File: src/sv/tcce_pkg.sv
`timescale 1ns / 1ps

package tcce_pkg;

  typedef enum logic [1:0] {
    OP_PUT_CHAR        = 2'd0,
    OP_READ_CELL       = 2'd1,
    OP_CLEAR_SCREEN    = 2'd2,
    OP_CLEAR_BELOW_TOP = 2'd3
  } op_e;

  typedef enum logic [1:0] {
    CFG_LEFT_COLUMN  = 2'd0,
    CFG_RIGHT_COLUMN = 2'd1,
    CFG_BOTTOM_ROW   = 2'd2,
    CFG_TEXT_ATTR    = 2'd3
  } cfg_idx_e;

  typedef enum logic [3:0] {
    ST_INIT,
    ST_IDLE,
    ST_DECODE,
    ST_SCROLL,
    ST_PUTC,
    ST_FILL,
    ST_READ,
    ST_READ_WAIT,
    ST_FINISH
  } state_e;

  typedef enum logic [2:0] {
    MEM_IDLE,
    MEM_FILL_BLANK,
    MEM_FILL_ATTR,
    MEM_SCROLL,
    MEM_PUTC,
    MEM_READ
  } mem_op_e;

  localparam logic [7:0]  CHAR_BS    = 8'h08;
  localparam logic [7:0]  CHAR_TAB   = 8'h09;
  localparam logic [7:0]  CHAR_LF    = 8'h0A;
  localparam logic [7:0]  CHAR_CR    = 8'h0D;
  localparam logic [7:0]  CHAR_SPACE = 8'h20;
  localparam logic [7:0]  FILL_CHAR  = 8'd219;
  localparam logic [7:0]  TAB_STEP   = 8'd4;
  localparam logic [15:0] BLANK_CELL = 16'h0720;

  typedef struct packed {
    logic    capture;
    logic    decode;
    logic    cnt_load;
    logic    cnt_inc;
    mem_op_e mem_op;
    logic    capture_read;
    logic    load_out;
  } cmd_t;

  typedef struct packed {
    op_e  op;
    logic plan_scroll;
    logic plan_write;
    logic fill_last;
    logic scroll_last;
  } sts_t;

endpackage

File: src/sv/tcce_ctrl.sv
`timescale 1ns / 1ps

module tcce_ctrl
  import tcce_pkg::*;
(
  input  logic clk_i,
  input  logic rst_ni,
  input  logic in_valid_i,
  output logic in_ready_o,
  input  logic out_ready_i,
  output logic out_valid_o,
  input  sts_t sts_i,
  output cmd_t cmd_o
);

  state_e state_q, state_d;
  logic   out_valid_q, out_valid_d;

  always_ff @(posedge clk_i or negedge rst_ni) begin
    if (!rst_ni) begin
      state_q     <= ST_INIT;
      out_valid_q <= 1'b0;
    end else begin
      state_q     <= state_d;
      out_valid_q <= out_valid_d;
    end
  end

  always_comb begin
    state_d    = state_q;
    cmd_o      = '0;
    cmd_o.mem_op = MEM_IDLE;
    in_ready_o = 1'b0;
    unique case (state_q)
      ST_INIT: begin
        // Blank the whole cell store once after reset.
        cmd_o.mem_op  = MEM_FILL_BLANK;
        cmd_o.cnt_inc = 1'b1;
        if (sts_i.fill_last) begin
          state_d = ST_IDLE;
        end
      end
      ST_IDLE: begin
        in_ready_o = 1'b1;
        if (in_valid_i) begin
          cmd_o.capture = 1'b1;
          state_d       = ST_DECODE;
        end
      end
      ST_DECODE: begin
        cmd_o.decode   = 1'b1;
        cmd_o.cnt_load = 1'b1;
        unique case (sts_i.op)
          OP_PUT_CHAR: begin
            if (sts_i.plan_scroll) begin
              state_d = ST_SCROLL;
            end else if (sts_i.plan_write) begin
              state_d = ST_PUTC;
            end else begin
              state_d = ST_FINISH;
            end
          end
          OP_READ_CELL:                        state_d = ST_READ;
          OP_CLEAR_SCREEN, OP_CLEAR_BELOW_TOP: state_d = ST_FILL;
          default:                             state_d = ST_FINISH;
        endcase
      end
      ST_SCROLL: begin
        cmd_o.mem_op  = MEM_SCROLL;
        cmd_o.cnt_inc = 1'b1;
        // After a scroll the cursor row is always inside the store.
        if (sts_i.scroll_last) begin
          state_d = ST_PUTC;
        end
      end
      ST_PUTC: begin
        cmd_o.mem_op = MEM_PUTC;
        state_d      = ST_FINISH;
      end
      ST_FILL: begin
        cmd_o.mem_op  = MEM_FILL_ATTR;
        cmd_o.cnt_inc = 1'b1;
        if (sts_i.fill_last) begin
          state_d = ST_FINISH;
        end
      end
      ST_READ: begin
        cmd_o.mem_op = MEM_READ;
        state_d      = ST_READ_WAIT;
      end
      ST_READ_WAIT: begin
        cmd_o.capture_read = 1'b1;
        state_d            = ST_FINISH;
      end
      ST_FINISH: begin
        if (!out_valid_q || out_ready_i) begin
          cmd_o.load_out = 1'b1;
          state_d        = ST_IDLE;
        end
      end
      default: state_d = ST_INIT;
    endcase
  end

  assign out_valid_d = cmd_o.load_out | (out_valid_q & ~out_ready_i);
  assign out_valid_o = out_valid_q;

endmodule

File: config.mk
export PLATFORM = sky130hd
export DESIGN_NAME = tcce_ctrl
export DESIGN_NICKNAME = d
export VERILOG_FILES = /design/src/sv/tcce_pkg.sv /design/src/sv/tcce_ctrl.sv
export SDC_FILE = /design/constraint.sdc
export NUM_CORES = 1
export LEC_CHECK = 0
export BUFFER_PORTS_ARGS = -buffer_cell sky130_fd_sc_hd__buf_2
export CAP_MARGIN = 20
export CORE_AREA = 4 4 41 43
export DETAILED_ROUTE_END_ITERATION = 10
export DIE_AREA = 0 0 45 47
export PLACE_DENSITY = 0.65
export SETUP_SLACK_MARGIN = 0.02
export SLEW_MARGIN = 20
export SYNTH_ARGS = -nofsm -noshare
export SYNTH_HDL_FRONTEND = slang
export SYNTH_SLANG_ARGS = --single-unit
File: constraint.sdc
create_clock -name clk_i -period 1.4 [get_ports clk_i]
set_clock_uncertainty 0.05 [all_clocks]
set_input_delay 0.07 -clock clk_i [delete_from_list [all_inputs] [get_ports clk_i]]
set_output_delay 0.07 -clock clk_i [all_outputs]
set_load 0.005 [all_outputs]
# [After elaboration in Yosys (flattened, before gate mapping)]
# Cells that the tools add are included.
[totals] register_bits=5 word_cells=47
[op_classes] n_reduce_logical=8 mux=18 n_eq_ne=16 bitwise_logic=3
[ops] operator="4-bit one-hot mux with 8 select lines" n=1
[ops] operator="4-bit two-way mux" n=7
[ops] operator="4-bit by 3-bit == test with 1-bit output (second input constant)" n=4
[ops] operator="3-bit one-hot mux with 5 select lines" n=1
[ops] operator="4-bit one-hot mux with 3 select lines" n=1
[ops] operator="2-bit inequality test (second input constant)" n=5
[ops] operator="4-bit by 2-bit == test with 1-bit output (second input constant)" n=2
[ops] operator="1-bit two-way mux" n=7
[ops] operator="5-bit AND reduction" n=1
[ops] operator="2-bit == test (second input constant)" n=2
[ops] operator="4-bit by 1-bit == test with 1-bit output (second input constant)" n=1
[ops] operator="4-bit == test (second input constant)" n=1
[ops] operator="4-bit logical NOT" n=1
[ops] operator="2-bit OR reduction" n=2
[ops] operator="3-bit OR reduction" n=1
[ops] operator="2-bit by 1-bit == test with 1-bit output (second input constant)" n=1
[ops] operator="2-bit logical NOT" n=1
[ops] operator="2-bit two-way mux" n=1
[ops] operator="1-bit bitwise AND" n=1
[ops] operator="1-bit logical NOT" n=1
[ops] operator="1-bit logical OR" n=1
[ops] operator="1-bit NOT" n=1
[ops] operator="1-bit bitwise OR" n=1

# [Longest topological paths before layout]
[logic_depth] depth_word=5 mapped_depth=4 mapped_depth_nobuf=3

# [Worst setup path before layout]
# OpenSTA, ideal clock, no wires.
[synth_path] path_kind="flip-flop to flip-flop" from="reg state_q[1]" to="reg state_q[3]" stages_incl_launch_ff=4 period_less_slack_ns=1.321 path_buffers=1 setup_time_ns=0.080 t_arrival_ns=1.191 required_ns=1.270 slack_ns=0.079 cell_sequence="dfrtp_1 > buf_6 > or4_4 > o22ai_2"
[synth_between] elab_chain_cells=3 word_cells_on_any_way=17 cone_classes="eq/ne (13); mux (1); reduce/logical (3)"
[synth_lines] item="from (decl)" line="tcce_ctrl.sv:16" source="state_e state_q, state_d;"
[synth_lines] item="from (signal assigned)" line="tcce_ctrl.sv:24" source="state_q <= state_d;"
[synth_lines] item="4-bit by 3-bit == test with 1-bit output, or another cell as far along" line="tcce_ctrl.sv:34" source="unique case (state_q)"
[synth_lines] item="2-bit OR reduction (no source line) or 2-bit inequality test (tied branches)"
[synth_lines] item="4-bit one-hot mux with 8 select lines or 5-bit AND reduction (tied branches)"
# Several ways; a longest one is shown, not always the timed one.
# A chain may end at the register's enable or synchronous reset.

==> impl_metrics.csv <==
group,metric,value,unit
power_and_ir_drop,internal_power,1.186,mW
timing,finalCritPeriodShare,1.083,
timing,rsz0062_at_grt,"true",
synthesis,synthDistinctLibCells,35,
min_path,hold_path.class,"in -> reg",
setup_path,reg2reg_from,"state_q[2]$_DFFE_PN0P_",
synthesis,ys.flop_type,"dfrtp_1",
clock_network,htree_levels,1,
place,placed_area,656.9,sq um
synthesis,syn_inst,58,
setup_path,crit_type,"reg -> out",
die,die_height,47,um
final_layout,stdcell_area,927.1,sq um
route,first_pass_iters,4,
synthesis,synth_commonest_cells,"dfrtp_1 (5), nand2b_1 (4), nor2_1 (4), nor2b_1 (4)",
place,io_buffers,20,
clock_network,cts_made_buffers,3,
timing,hold_violations,0,
setup_path,slowest_delay,0.45,ns
setup_path,crit_path_end_kind,"primary output",
global_route,antenna_found_initial,0,
final_layout,stdcell_count,115,
place,dpl.hpwl,1110,um
synthesis,syn_nets,68,
timing,slew_viol_final,0,
route,drc_errors,0,
synthesis,synth_area,508.0,sq um
synthesis,netlist.area_leader.share,0.2463,
global_route,grt_usage,0.1846,
timing,setup_ws,-0.1156,ns
clock_network,clockBufferDepth,2,
final_layout,antenna_cells,0,
status,violations,"negative setup slack",
min_path,holdPathEnd,"state_q[2]$_DFFE_PN0P_",
setup_path,crit_path_top_delay_cell,"dfrtp_2",
clock_network,clk_latency,0.24,ns
setup_path,crit_path_start_kind,"flop",
power_and_ir_drop,ir_drop,1100,uV
synthesis,synth_area_leaders,"dfrtp_1 (25%), nor4b_2 (5.9%), nand2b_1 (4.9%), nor2b_1 (4.9%), buf_4 (4.4%)",
timing,worst_slew_pin_slew,0.3829,ns
die,dieWidth,45,um
setup_path,cp_data_required_time,1.28,ns
synthesis,yosys_register_bits,5,
timing,finalSetupViolCount,9,
synthesis,synthArstFlopShare,1.000,
clock_network,clockRootBuffer,"clkbuf_4",
power_and_ir_drop,leakage,0.4248,nW
power_and_ir_drop,clkPwrFrac,0.083,
synthesis,synth_enable_flop_cells,0,
power_and_ir_drop,netSwitchingFraction,0.4077,
die,fp.dieArea,0.002115,sq mm
route,drtAntennaViolNets,0,
route,drt_wl_total,1760,um
synthesis,synth.most_common_cell,"dfrtp_1",
timing,max_slew_margin,0.7424,
die,start_util,0.3904,
die,io_pins,21,
place,post-place-ws,-0.02038,ns
route,wl_per_cell,15.30,um
final_layout,nNetsFinal,111,
final_layout,layout-drive-gt1-share,0.6700,
power_and_ir_drop,power.share.combinational,0.765,
power_and_ir_drop,switching_power,0.8167,mW
timing,period_needed,1.516,ns
die,coreArea,0.001301,sq mm
synthesis,synth.largest_area_cell,"dfrtp_1",
timing,fmax,0.6598,GHz
route,route.vias.total,627,
synthesis,syn_area_per_cell,8.758,sq um
flow_run,cap_violations,0,
power_and_ir_drop,seq_power_share,0.152,
clock_network,cts_tree,"built",
status,status,"finished with violations",
global_route,grt-ovfl-total,0,
final_layout,fillCellCount,102,
place,place.gp.congestion,0.7876,
global_route,grt_pass1_vias,616,
setup_path,reg2reg_depth,6,
power_and_ir_drop,p_per_area,2160,mW/mm^2
clock_network,clk_pin_slew,0.04,ns
min_path,hold_path_depth,3,
setup_path,cpLargestDelayFamily,"flip-flops",
final_layout,area_growth_syn_to_layout,82.51,%
synthesis,yosysWarnings,0,
setup_path,reg2reg_slack,-0.09,ns
global_route,grt_start_max_net_pins,8,
die,rows,13,
setup_path,cp_max_fo,6,
route,drtIter0Drc,9,
place,dp_cells,98,
setup_path,arrival,1.40,ns
global_route,grt_pass1_wl,2780,um
route,vias_per_cell,5.452,
power_and_ir_drop,p_total,2.003,mW
clock_network,clock-sinks,5,
synthesis,seq_area_frac_synth,0.2463,
setup_path,r2r_end,"state_q[2]$_DFFE_PN0P_",
setup_path,worst-path-buf-inv,2,
min_path,worstHoldStart,"sts_i[1]",
setup_path,path_cells,"buf_6, nor4b_4, and2_1, buf_2",
[worst min-delay path, cell delays in order]
cell,delay [ns]
buf_2,0.11
or3_4,0.12
a21oi_2,0.04
[per-layer routing]
metal | GRT usage | up-vias | wire [um]
met5 | 0 | - | 0
met4 | 0.05263 | 0 | 49
met3 | 0.05747 | 8 | 106
met2 | 0.3136 | 29 | 865
met1 | 0.2248 | 292 | 738
li1 | - | 298 | -
[worst max path at each step]
stage / cells after the start / start / endpoint
floorplan: 3 / state_q[1]$_DFFE_PN0P_ / state_q[3]$_DFFE_PN0P_
global placement: 3 / state_q[2]$_DFFE_PN0P_ / state_q[0]$_DFFE_PN0P_
detailed placement: 3 / state_q[2]$_DFFE_PN0P_ / state_q[0]$_DFFE_PN0P_
global route: 4 / state_q[1]$_DFFE_PN0P_ / cmd_o[8]
finish: 4 / state_q[1]$_DFFE_PN0P_ / cmd_o[8]
CTS: 4 / state_q[0]$_DFFE_PN0P_ / cmd_o[0]
[metrics by stage]
stage / hold slack [ns] / utilization / setup TNS (ns)
floorplan: -0.2756 / - / 0
detailed placement: -0.1568 / 0.5048 / -0.03870
CTS: 0.07254 / 0.6615 / -0.3265
global route: 0.07894 / 0.7125 / -1.160
global placement: -0.1555 / 0.5048 / 0
finish: 0.07895 / 0.7125 / -0.5123
[cells in the final DEF (no fill, tap or decap), types with 3 or more instances in the layout]
master    count
nor2_1        3
buf_4        16
dfrtp_2       3
nor2b_1       4
nor4b_4       3
nand2_1       3
clkbuf_4      3
buf_2        20
buf_6         6
[power groups by stage]
stage          logic, mW  registers, mW  clock network [mW]
6_report            1.53          0.304               0.167
5_1_grt             1.64          0.317               0.184
4_1_cts             1.35          0.291               0.173
3_5_place_dp       0.931          0.299                   0
3_3_place_gp       0.915          0.298                   0
2_1_floorplan      0.642          0.256                   0
[final cells by class]
class                      count  area [sq um]  share of cell area
inverter                       2         10.01             0.01080
tap                           15         18.77             0.02024
multi-input combinational     46         445.4              0.4804
timing repair buffer          43         297.8              0.3212
clock buffer                   4         26.28             0.02834
sequential                     5         128.9              0.1390
[kinds of logic after synthesis]
| group | after synthesis | synth area share |
|---|---|---|
| xor+xnor | 1 | 0.01724 |
| compound gates | 12 | 0.1971 |
| buf+inv | 7 | 0.1034 |
| simple gates | 32 | 0.4163 |
| mux | 1 | 0.01971 |
| flops | 5 | 0.2463 |
[state kept, by name (all words and copies together), names as in the netlist]
| signal | flops |
|---|---|
| out_valid_o | 1 |
| state_q | 4 |
[timing repair]
item | CTS | global route
pin swaps | 11 | 8
endpoints found under the hold margin | 5 | 0
resized for setup | 18 | 11
endpoints found under the setup margin | 11 | 13
hold buffers | 1 | 0
buffers inserted | 10 | 2
(Power assumes the default switching activity.)
